### src/hdl/assert_macros.svh
// Assertion macros for the origin address selector RTL.
// Depends on nothing; included by oas_ctrl, which carries the assertions.
// Define ASSERT_OFF to compile every assertion away.
`ifndef ASSERT_MACROS_SVH
`define ASSERT_MACROS_SVH

`ifndef ASSERT_OFF

// Clocked assertion, disabled while reset is asserted (active low).
`define ASSERT_AT(lbl, clk, rst_n, prop) \
    lbl: assert property (@(posedge clk) disable iff (!rst_n) (prop)) \
        else $error("assertion failure");

// Same, with a caller-supplied message string.
`define ASSERT_AT_MSG(lbl, clk, rst_n, prop, msg) \
    lbl: assert property (@(posedge clk) disable iff (!rst_n) (prop)) \
        else $error(msg);

`else

`define ASSERT_AT(lbl, clk, rst_n, prop)
`define ASSERT_AT_MSG(lbl, clk, rst_n, prop, msg)

`endif

`endif

### src/hdl/oas_pkg.sv
// Shared types, constants and helpers of the origin address selector.
// No dependencies; used by oas_ctrl, oas_dp and origin_address_selector_core.
package oas_pkg;

    localparam int TBL_DEPTH = 16;                 // own address and rule table depth
    localparam int IDX_W     = $clog2(TBL_DEPTH);  // table index width
    localparam int CNT_W     = IDX_W + 1;          // counts 0..TBL_DEPTH
    localparam int PART_W    = 16;

    localparam logic [CNT_W-1:0]  TBL_MAX       = CNT_W'(TBL_DEPTH);
    localparam logic [PART_W-1:0] WILDCARD_PART = 16'hFF9D;  // -99 as a word
    localparam logic [PART_W-1:0] UNSET_PART    = 16'hFFA8;  // -88 as a word

    typedef enum logic [1:0] {
        FUNC_WR_OWN  = 2'd0,
        FUNC_WR_RULE = 2'd1,
        FUNC_RESOLVE = 2'd2,
        FUNC_NONE    = 2'd3
    } t_func;

    // Register indexes of the configuration port
    typedef enum logic {
        REG_OWN_COUNT  = 1'b0,
        REG_RULE_COUNT = 1'b1
    } t_reg_idx;

    typedef enum logic [1:0] {
        RES_HOLD,
        RES_HOME,
        RES_PICK,
        RES_FIRST
    } t_res_op;

    typedef struct packed {
        logic [PART_W-1:0] zone;
        logic [PART_W-1:0] net;
        logic [PART_W-1:0] node;
        logic [PART_W-1:0] point;
    } t_addr;

    typedef struct packed {
        t_addr            mask;
        logic [IDX_W-1:0] tgt;
    } t_rule;

    // Controller to datapath
    typedef struct packed {
        logic             load;
        logic             wr_own;
        logic             wr_rule;
        logic [IDX_W-1:0] own_raddr;
        logic [IDX_W-1:0] rule_raddr;
        logic             zone_eval;
        logic             net_eval;
        t_res_op          res_op;
        logic             emit;
    } t_cmd;

    // Datapath to controller
    typedef struct packed {
        logic             orig_unset;
        logic             rule_hit;
        logic [IDX_W-1:0] rule_tgt;
        logic             net_home_hit;
        logic             hit_any;
        logic             hit_multi;
        logic             final_home;
        logic             out_free;
    } t_sts;

    function automatic logic part_hits(logic [PART_W-1:0] dst, logic [PART_W-1:0] mask);
        part_hits = (mask == WILDCARD_PART) || (dst == mask);
    endfunction

    function automatic logic mask_hits(t_addr dst, t_addr mask);
        mask_hits = part_hits(dst.zone, mask.zone) && part_hits(dst.net, mask.net) &&
                    part_hits(dst.node, mask.node) && part_hits(dst.point, mask.point);
    endfunction

endpackage

### src/hdl/oas_ctrl.sv
// Sequencer of the origin address selector: accepts transactions and walks
// the rule table and the own address table through the datapath.
// Depends on oas_pkg and assert_macros.svh.
`include "assert_macros.svh"

module oas_ctrl (
    input  logic                       i_clk,
    input  logic                       i_rst_n,
    input  logic                       i_in_valid,
    output logic                       o_in_stall,
    input  logic [1:0]                 i_func,
    input  logic [oas_pkg::CNT_W-1:0]  i_own_cnt,
    input  logic [oas_pkg::CNT_W-1:0]  i_rule_cnt,
    input  oas_pkg::t_sts              i_sts,
    output oas_pkg::t_cmd              o_cmd
);

    typedef enum logic [2:0] {
        S_IDLE,
        S_CHECK,
        S_RULE,
        S_PICK,
        S_ZONE,
        S_NET,
        S_EMIT
    } t_state;

    t_state                     r_state, n_state;
    logic [oas_pkg::CNT_W-1:0]  r_idx, n_idx;
    logic                       r_pend, n_pend;
    logic [oas_pkg::CNT_W-1:0]  n_rules, n_own, n_scan;
    logic                       in_acc, issue, scan_done;

    assign in_acc     = i_in_valid && (r_state == S_IDLE);
    assign o_in_stall = (r_state != S_IDLE);

    assign n_rules = (i_rule_cnt > oas_pkg::TBL_MAX) ? oas_pkg::TBL_MAX : i_rule_cnt;
    assign n_own   = (i_own_cnt  > oas_pkg::TBL_MAX) ? oas_pkg::TBL_MAX : i_own_cnt;
    assign n_scan  = (r_state == S_RULE) ? n_rules : n_own;

    assign issue     = (r_idx < n_scan);
    assign scan_done = !r_pend && !issue;

    always_comb begin
        o_cmd            = '0;
        o_cmd.res_op     = oas_pkg::RES_HOLD;
        o_cmd.own_raddr  = r_idx[oas_pkg::IDX_W-1:0];
        o_cmd.rule_raddr = r_idx[oas_pkg::IDX_W-1:0];
        n_state          = r_state;
        n_idx            = issue ? r_idx + 1'b1 : r_idx;
        n_pend           = issue;

        unique case (r_state)
            S_IDLE: begin
                if (in_acc) begin
                    unique case (oas_pkg::t_func'(i_func))
                        oas_pkg::FUNC_WR_OWN:  o_cmd.wr_own  = 1'b1;
                        oas_pkg::FUNC_WR_RULE: o_cmd.wr_rule = 1'b1;
                        oas_pkg::FUNC_RESOLVE: begin
                            o_cmd.load = 1'b1;
                            n_state    = S_CHECK;
                        end
                        default: ;  // unused selector: drop
                    endcase
                end
            end
            S_CHECK: begin
                n_state = i_sts.orig_unset ? S_RULE : S_EMIT;
            end
            S_RULE: begin
                if (r_pend && i_sts.rule_hit) begin
                    o_cmd.own_raddr = i_sts.rule_tgt;
                    n_state         = S_PICK;
                end else if (scan_done) begin
                    if (n_own <= oas_pkg::CNT_W'(1)) begin
                        o_cmd.res_op = oas_pkg::RES_HOME;
                        n_state      = S_EMIT;
                    end else begin
                        n_state = S_ZONE;
                    end
                end
            end
            S_PICK: begin
                o_cmd.res_op = oas_pkg::RES_PICK;
                n_state      = S_EMIT;
            end
            S_ZONE: begin
                o_cmd.zone_eval = r_pend;
                if (scan_done) begin
                    if (!i_sts.hit_any) begin
                        o_cmd.res_op = oas_pkg::RES_HOME;
                        n_state      = S_EMIT;
                    end else if (i_sts.hit_multi) begin
                        n_state = S_NET;
                    end else begin
                        o_cmd.res_op = i_sts.final_home ? oas_pkg::RES_HOME
                                                        : oas_pkg::RES_FIRST;
                        n_state      = S_EMIT;
                    end
                end
            end
            S_NET: begin
                o_cmd.net_eval = r_pend;
                if (r_pend && i_sts.net_home_hit) begin
                    o_cmd.res_op = oas_pkg::RES_HOME;
                    n_state      = S_EMIT;
                end else if (scan_done) begin
                    o_cmd.res_op = i_sts.final_home ? oas_pkg::RES_HOME
                                                    : oas_pkg::RES_FIRST;
                    n_state      = S_EMIT;
                end
            end
            S_EMIT: begin
                if (i_sts.out_free) begin
                    o_cmd.emit = 1'b1;
                    n_state    = S_IDLE;
                end
            end
            default: n_state = S_IDLE;
        endcase

        // every scan starts from entry zero with nothing in flight
        if (n_state != r_state) begin
            n_idx  = '0;
            n_pend = 1'b0;
        end
    end

    always_ff @(posedge i_clk) begin
        if (!i_rst_n) begin
            r_state <= S_IDLE;
            r_idx   <= '0;
            r_pend  <= 1'b0;
        end else begin
            r_state <= n_state;
            r_idx   <= n_idx;
            r_pend  <= n_pend;
        end
    end

    `ASSERT_AT_MSG(a_resolve_leaves_idle, i_clk, i_rst_n,
        (in_acc && (oas_pkg::t_func'(i_func) == oas_pkg::FUNC_RESOLVE)) |=> (r_state == S_CHECK),
        "resolve accepted but sequencer did not start")
    `ASSERT_AT(a_pend_after_issue, i_clk, i_rst_n, r_pend |-> (r_idx != '0))
    `ASSERT_AT(a_idx_in_table, i_clk, i_rst_n, r_idx <= oas_pkg::TBL_MAX)
    `ASSERT_AT_MSG(a_emit_into_free_slot, i_clk, i_rst_n, o_cmd.emit |-> i_sts.out_free,
        "result loaded over an untaken result")

endmodule

### src/hdl/oas_dp.sv
// Datapath of the origin address selector: table memories, compare logic,
// scan flags, working result and output register. Depends on oas_pkg.
module oas_dp (
    input  logic                        i_clk,
    input  logic                        i_rst_n,
    input  oas_pkg::t_cmd               i_cmd,
    output oas_pkg::t_sts               o_sts,
    input  logic [oas_pkg::IDX_W-1:0]   i_entry_index,
    input  logic [15:0]                 i_addr_zone,
    input  logic [15:0]                 i_addr_net,
    input  logic [15:0]                 i_addr_node,
    input  logic [15:0]                 i_addr_point,
    input  logic [oas_pkg::IDX_W-1:0]   i_rule_target,
    input  logic [15:0]                 i_orig_zone,
    input  logic [15:0]                 i_orig_net,
    input  logic [15:0]                 i_orig_node,
    input  logic [15:0]                 i_orig_point,
    input  logic                        i_out_stall,
    output logic                        o_out_valid,
    output logic [15:0]                 o_out_zone,
    output logic [15:0]                 o_out_net,
    output logic [15:0]                 o_out_node,
    output logic [15:0]                 o_out_point,
    output logic                        o_changed
);

    oas_pkg::t_addr r_own_mem  [oas_pkg::TBL_DEPTH];
    oas_pkg::t_rule r_rule_mem [oas_pkg::TBL_DEPTH];

    oas_pkg::t_addr r_own_rd, r_home, r_dst, r_res, r_first, r_out;
    oas_pkg::t_rule r_rule_rd;
    logic           r_chg, r_out_chg, r_out_valid;
    logic           r_hit_any, r_hit_multi, r_cur_zone, r_zone_net;

    oas_pkg::t_addr in_addr, in_orig;
    logic           zone_eq, net_eq, home_eq;

    assign in_addr = '{zone: i_addr_zone, net: i_addr_net, node: i_addr_node,
                       point: i_addr_point};
    assign in_orig = '{zone: i_orig_zone, net: i_orig_net, node: i_orig_node,
                       point: i_orig_point};

    assign zone_eq = (r_own_rd.zone == r_dst.zone);
    assign net_eq  = (r_own_rd.net  == r_dst.net);
    assign home_eq = (r_own_rd == r_home);

    assign o_sts.orig_unset   = (r_res.zone == oas_pkg::UNSET_PART) &&
                                (r_res.net  == oas_pkg::UNSET_PART) &&
                                (r_res.node == oas_pkg::UNSET_PART) &&
                                (r_res.point == oas_pkg::UNSET_PART);
    assign o_sts.rule_hit     = oas_pkg::mask_hits(r_dst, r_rule_rd.mask);
    // a 4-bit target cannot exceed the last own entry, so no clamp is needed
    assign o_sts.rule_tgt     = r_rule_rd.tgt;
    assign o_sts.net_home_hit = zone_eq && net_eq && home_eq;
    assign o_sts.hit_any      = r_hit_any;
    assign o_sts.hit_multi    = r_hit_multi;
    assign o_sts.final_home   = (r_cur_zone && !r_zone_net) || (r_first == r_home);
    assign o_sts.out_free     = !r_out_valid || !i_out_stall;

    // table memories: one write port, one registered read port each
    always_ff @(posedge i_clk) begin
        if (i_cmd.wr_own) begin
            r_own_mem[i_entry_index] <= in_addr;
        end
        if (i_cmd.wr_rule) begin
            r_rule_mem[i_entry_index] <= '{mask: in_addr, tgt: i_rule_target};
        end
        r_own_rd  <= r_own_mem[i_cmd.own_raddr];
        r_rule_rd <= r_rule_mem[i_cmd.rule_raddr];
    end

    // shadow of own entry zero, compared against every scanned entry
    always_ff @(posedge i_clk) begin
        if (i_cmd.wr_own && (i_entry_index == '0)) begin
            r_home <= in_addr;
        end
    end

    always_ff @(posedge i_clk) begin
        if (i_cmd.load) begin
            r_dst <= in_addr;
            r_res <= in_orig;
            r_chg <= 1'b0;
        end else begin
            case (i_cmd.res_op)
                oas_pkg::RES_HOME: begin
                    r_res <= r_home;
                    r_chg <= 1'b0;
                end
                oas_pkg::RES_PICK: begin
                    r_res <= r_own_rd;
                    r_chg <= !home_eq;
                end
                oas_pkg::RES_FIRST: begin
                    r_res <= r_first;
                    r_chg <= 1'b1;
                end
                default: ;
            endcase
        end
        if (i_cmd.zone_eval && zone_eq && !r_hit_any) begin
            r_first <= r_own_rd;
        end else if (i_cmd.net_eval && zone_eq && net_eq && !r_zone_net) begin
            r_first <= r_own_rd;
        end
    end

    always_ff @(posedge i_clk) begin
        if (!i_rst_n || i_cmd.load) begin
            r_hit_any   <= 1'b0;
            r_hit_multi <= 1'b0;
            r_cur_zone  <= 1'b0;
            r_zone_net  <= 1'b0;
        end else begin
            if (i_cmd.zone_eval && zone_eq) begin
                r_hit_any   <= 1'b1;
                r_hit_multi <= r_hit_any;
                if (home_eq) begin
                    r_cur_zone <= 1'b1;
                end
            end
            if (i_cmd.net_eval && zone_eq && net_eq) begin
                r_zone_net <= 1'b1;
            end
        end
    end

    always_ff @(posedge i_clk) begin
        if (!i_rst_n) begin
            r_out_valid <= 1'b0;
        end else if (i_cmd.emit) begin
            r_out_valid <= 1'b1;
        end else if (!i_out_stall) begin
            r_out_valid <= 1'b0;
        end
    end

    always_ff @(posedge i_clk) begin
        if (i_cmd.emit) begin
            r_out     <= r_res;
            r_out_chg <= r_chg;
        end
    end

    assign o_out_valid = r_out_valid;
    assign o_out_zone  = r_out.zone;
    assign o_out_net   = r_out.net;
    assign o_out_node  = r_out.node;
    assign o_out_point = r_out.point;
    assign o_changed   = r_out_chg;

endmodule

### src/hdl/origin_address_selector_core.sv
// Top level of the origin address selector: configuration registers on an
// APB-style port, sequencer and datapath. Depends on oas_pkg, oas_ctrl, oas_dp.
//
// Use: every input transaction carries i_func. Func 0 writes own address
// entry i_entry_index, func 1 writes forced rule i_entry_index (mask plus
// i_rule_target), func 3 is dropped; none of these returns a result. Func 2
// resolves an origin and returns exactly one output transaction.
// A write does not stall the input; the block stalls its input only while a resolve is
// in progress. A resolve runs a check step, then for an unset origin a scan of the rule
// table and up to two scans over the own addresses (one entry per cycle through the
// registered read port of its table), then an emit step. A pass-through origin goes
// straight from the check to the emit. The next transaction is taken in the cycle after
// the emit. The result sits in an output register; while the receiver stalls it holds,
// and a following write is still taken. A new resolve waits at its last step until that
// register is free.
// Reset clears the sequencer and the output valid, and sets own_address_count
// to 1 and forced_rule_count to 0; the tables hold nothing until written.
// Write configuration only while the block is idle; a write takes effect at once.
module origin_address_selector_core (
    input  logic        i_clk,
    input  logic        i_rst_n,
    // configuration port
    input  logic        psel,
    input  logic        penable,
    input  logic        pwrite,
    input  logic [2:0]  paddr,
    input  logic [31:0] pwdata,
    output logic [31:0] prdata,
    output logic        pready,
    // input channel
    input  logic        i_in_valid,
    output logic        o_in_stall,
    input  logic [1:0]  i_func,
    input  logic [3:0]  i_entry_index,
    input  logic [15:0] i_addr_zone,
    input  logic [15:0] i_addr_net,
    input  logic [15:0] i_addr_node,
    input  logic [15:0] i_addr_point,
    input  logic [3:0]  i_rule_target,
    input  logic [15:0] i_orig_zone,
    input  logic [15:0] i_orig_net,
    input  logic [15:0] i_orig_node,
    input  logic [15:0] i_orig_point,
    // output channel
    output logic        o_out_valid,
    input  logic        i_out_stall,
    output logic [15:0] o_out_zone,
    output logic [15:0] o_out_net,
    output logic [15:0] o_out_node,
    output logic [15:0] o_out_point,
    output logic        o_changed
);

    logic [oas_pkg::CNT_W-1:0] r_own_cnt;
    logic [oas_pkg::CNT_W-1:0] r_rule_cnt;
    logic                      cfg_wr;
    oas_pkg::t_reg_idx         cfg_idx;
    oas_pkg::t_cmd             cmd;
    oas_pkg::t_sts             sts;

    // byte lanes within a word are ignored; bit 2 picks the register
    assign cfg_idx = oas_pkg::t_reg_idx'(paddr[2]);
    assign cfg_wr  = psel && penable && pwrite && pready;
    assign pready  = 1'b1;

    always_ff @(posedge i_clk) begin
        if (!i_rst_n) begin
            r_own_cnt  <= oas_pkg::CNT_W'(1);
            r_rule_cnt <= '0;
        end else if (cfg_wr) begin
            unique case (cfg_idx)
                oas_pkg::REG_OWN_COUNT:  r_own_cnt  <= pwdata[oas_pkg::CNT_W-1:0];
                oas_pkg::REG_RULE_COUNT: r_rule_cnt <= pwdata[oas_pkg::CNT_W-1:0];
                default: ;
            endcase
        end
    end

    always_comb begin
        unique case (cfg_idx)
            oas_pkg::REG_OWN_COUNT:  prdata = 32'(r_own_cnt);
            oas_pkg::REG_RULE_COUNT: prdata = 32'(r_rule_cnt);
            default:                 prdata = '0;
        endcase
    end

    // sequencer: owns the handshake on the input side
    oas_ctrl u_ctrl (
        .i_clk      (i_clk),
        .i_rst_n    (i_rst_n),
        .i_in_valid (i_in_valid),
        .o_in_stall (o_in_stall),
        .i_func     (i_func),
        .i_own_cnt  (r_own_cnt),
        .i_rule_cnt (r_rule_cnt),
        .i_sts      (sts),
        .o_cmd      (cmd)
    );

    // datapath: tables, compares and the output register
    oas_dp u_dp (
        .i_clk         (i_clk),
        .i_rst_n       (i_rst_n),
        .i_cmd         (cmd),
        .o_sts         (sts),
        .i_entry_index (i_entry_index),
        .i_addr_zone   (i_addr_zone),
        .i_addr_net    (i_addr_net),
        .i_addr_node   (i_addr_node),
        .i_addr_point  (i_addr_point),
        .i_rule_target (i_rule_target),
        .i_orig_zone   (i_orig_zone),
        .i_orig_net    (i_orig_net),
        .i_orig_node   (i_orig_node),
        .i_orig_point  (i_orig_point),
        .i_out_stall   (i_out_stall),
        .o_out_valid   (o_out_valid),
        .o_out_zone    (o_out_zone),
        .o_out_net     (o_out_net),
        .o_out_node    (o_out_node),
        .o_out_point   (o_out_point),
        .o_changed     (o_changed)
    );

endmodule
### config.mk
export PLATFORM = sky130hd
export DESIGN_NAME = origin_address_selector_core
export DESIGN_NICKNAME = d
export VERILOG_FILES = /design/src/hdl/oas_pkg.sv /design/src/hdl/oas_ctrl.sv /design/src/hdl/oas_dp.sv /design/src/hdl/origin_address_selector_core.sv
export VERILOG_INCLUDE_DIRS = /design/src /design/src/hdl
export SDC_FILE = /design/constraint.sdc
export NUM_CORES = 2
export LEC_CHECK = 0
export ABC_AREA = 1
export BUFFER_PORTS_ARGS = -buffer_cell sky130_fd_sc_hd__buf_2
export CAP_MARGIN = 20
export CORE_ASPECT_RATIO = 0.6
export CORE_MARGIN = 1.5
export CORE_UTILIZATION = 60
export CTS_CLUSTER_SIZE = 20
export DETAILED_ROUTE_END_ITERATION = 10
export HOLD_SLACK_MARGIN = 0.02
export PLACE_DENSITY = 0.73
export SETUP_SLACK_MARGIN = 0.05
export SLEW_MARGIN = 30
export SYNTH_ARGS = -nofsm -noshare
export SYNTH_HDL_FRONTEND = slang
export SYNTH_HIERARCHICAL = 1
export SYNTH_SLANG_ARGS = --single-unit
export TNS_END_PERCENT = 50
### constraint.sdc
create_clock -name i_clk -period 24.5 [get_ports i_clk]
set_clock_uncertainty 0.05 [all_clocks]
set_input_delay 1.225 -clock i_clk [delete_from_list [all_inputs] [get_ports i_clk]]
set_output_delay 1.225 -clock i_clk [all_outputs]
set_load 0.02 [all_outputs]
==> impl_metrics.ini <==
[setup_path]
cp-end-kind = flop
worstPathMaxFanout = 256
startpoint_type = flop
cp.arrival_ns = 6.79
crit_required_ns = 25.26
path_class = flop to flop

[grt]
grt_pass1_vias = 58954
grt_pass1_wl_microns = 376000
grt-busiest-layer = met2
grt_max_degree = 257
grtUsageMet1_pct = 44.5
grt.total_usage_pct = 29.9
grt_use_met3_pct = 5.80
antenna_found_initial = 13
met2_usage_pct = 45.2
overflow = 0

[power]
p_leak_nw = 37.0
power_mw = 10.3
p_int_mw = 7.43
power.switching_mw = 2.87
ir_drop_mv = 0.120
p_seq_share_pct = 49.1
power.share.combinational_pct = 17.0
pwr-share-clk_pct = 33.8
powerDensity_mw_per_mm2 = 93.3
switching_share_pct = 27.9

[placement]
hpwlAfterDp_microns = 138000
pre_cts_slack_ns = 18.63
io_buffers = 222
gp_congestion = 0.852

[logic_synthesis]
synth_cell_types = 41
netlist_area_sq_mm = 0.100
syn_avg_cell_area_sq_um = 13.6
synth_top_flop_cell = edfxtp_1
yosys_warnings = 6
yosysSeqAreaShare_pct = 74.1
synth-seq-cells = 2526
postSynth.asyncResetShare_pct = 0
syn_inst = 7348
synth_edf_count = 2369

[timing]
worstMarginPinSlew_ns = 1.16
slew_headroom_pct = 22.8
finalHoldViolCount = 0
drv_slew = 0
fmax_mhz = 166
min_period_over_period_pct = 24.6
layout_setup_ws_ns = 18.47
finalSetupViolCount = 0
hold_slack_ns = 0.397
fin_crit_ns = 6.03
rsz0062_at_grt = no
fin_setup_tns_ns = 0

[routing]
drcViolationCount = 0
vias = 62429
drt_iter0_markers = 8490
vias_per_cell = 6.33
post_drt_wl_per_cell_microns = 26.1
drt_first_pass_iters = 8
routed_wl_microns = 257000
postRouteAntennaNets = 0

[floorplan]
coreArea_sq_mm = 0.165
die_w_microns = 531
ios = 280
dieArea_sq_mm = 0.170
start_util_pct = 60.8
std_cell_rows = 115
die_h_microns = 320

[clock_tree]
cts_root_buf = clkbuf_16
cts_tree = yes
post_cts_buffers = 0
cts_resized = 0
clkTransAtPathRegs_ns = 0.07
clock_path_buffers = 4
htreeDepth = 4
cts.sinks = 2526
cts_buffers = 216
cts_hold_buffers = 0
worstSkewPairLatency_ns = 0.87

[job]
max_cap_viol_count = 0

[outcome]
status = completed

[finish]
layout.nets = 7640
mostFrequentLayoutCell = edfxtp_1
areaGrowthSynthToFinish_pct = 10.2
final_cell_mix = edfxtp_1, o21ai_0, nor2_1
drive_gt1_share_pct = 9.88

[min_path]
worstHoldPathType = flop to flop
## cell usage after synthesis (17+ instances only)
master    number  share of area (%)
nand4_1       47               0.29
o22ai_1       80               0.50
nor3_1        24               0.12
nand2_1      499                1.9
buf_6         40               0.45
xnor2_1      111               0.97
a31oi_1       18               0.11
inv_1        463                1.7
dfxtp_1      157                3.1
clkbuf_1     278                1.0
xor2_1        39               0.34
buf_2         90               0.45
mux2i_1      272                2.7
nor2_1       751                2.8
buf_1         19              0.071
buf_4         56               0.42
o221ai_1     200                1.7
a21oi_1      335                1.7
o21ai_0      843                4.2
o211ai_1     345                2.6
o21ai_1       31               0.15
nand3_1      206                1.0
a221oi_1      17               0.15
edfxtp_1    2369                 71
## state kept, by name (all words and copies together) (netlist names), 3 cells and up
register	cells
u_dp/r_res	64
u_dp/o_out_net	16
u_dp/o_out_zone	16
u_dp/r_rule_mem	1088
u_ctrl/r_state	3
u_dp/r_dst	64
u_dp/r_own_rd	64
u_dp/o_out_node	16
u_dp/r_own_mem	985
u_dp/o_sts	4
u_ctrl/r_idx	5
u_dp/r_home	39
u_dp/o_out_point	16
u_dp/r_first	64
u_dp/r_rule_rd	64
r_own_cnt	5
r_rule_cnt	5
## final cells by class
cell class	instances	area [sq um]
multi-input cells	3891	22100
well taps	2223	2780
inverters	474	1820
diodes	3	7.51
repair buffers	346	2280
flip-flops and latches	2526	74300
clock inverters	88	1010
fillers	11265	54500
clock buffers	304	6120
## logic make-up after synthesis
group | after synthesis | share of synthesized area (%)
flip-flops | 2526 | 74.1
AND/OR/NAND/NOR | 1559 | 6.35
AO/OA/AOI/OAI | 1875 | 11.2
buffers and inverters | 957 | 4.21
other | 2 | 0.00750
multiplexers | 274 | 2.74
XOR/XNOR | 150 | 1.31
adder cells (fa/ha/maj) | 5 | 0.0624
## path summary, 6_finish.rpt
kind | startpoint | to | slack (ns) | cells past startpoint
max reg2reg | u_dp/r_rule_rd[6] | u_dp/r_own_rd[19] | 18.47 | 17
min | u_dp/r_res[33] | u_dp/o_out_net[1] | 0.40 | 0
min reg2reg | u_dp/r_res[33] | u_dp/o_out_net[1] | 0.40 | 0
max | u_dp/r_rule_rd[6] | u_dp/r_own_rd[19] | 18.47 | 17
## power groups by stage
| stage | clock, mW | sequential (mW) | combinational (mW) |
|---|---|---|---|
| 6_report | 3.49 | 5.06 | 1.76 |
| 3_3_place_gp | 0 | 5.14 | 1.65 |
| 2_1_floorplan | 0 | 5.07 | 1.33 |
| 4_1_cts | 3.51 | 5.06 | 1.73 |
| 5_1_grt | 3.67 | 5.07 | 1.93 |
| 3_5_place_dp | 0 | 5.15 | 1.71 |
## layer usage
| layer | vias to the layer above | wire, microns |
|---|---|---|
| met4 | 16 | 7550 |
| met2 | 3646 | 116000 |
| met5 | - | 96 |
| met3 | 456 | 28900 |
| met1 | 30935 | 105000 |
| li1 | 27376 | - |
## through the flow
stage	util, %	instances	instance area [sq um]
after floorplan	-	7374	100000
after global placement	62.5	9450	103000
after detailed placement	62.6	9456	103000
after CTS	66.9	9848	110000
after global routing	67.0	9854	110000
final	67.0	9855	110000
## worst max-delay path, cell delays in order (launching register included)
cell and delay [ns]:
dfxtp_1 0.37, nand4_1 0.15, nor4_1 0.54, nand2_1 0.10, nand2_1 0.12, nand2_1 0.36
nor2_1 0.37, nand2_1 0.09, nor2_1 0.11, buf_4 0.24, o21ai_4 0.14, inv_16 0.52
buf_4 0.82, buf_4 0.84, o21ai_0 0.23, o221ai_1 0.26, o211ai_1 0.21, nand2_1 0.11
Note: power is estimated with default switching activity, not from simulation.
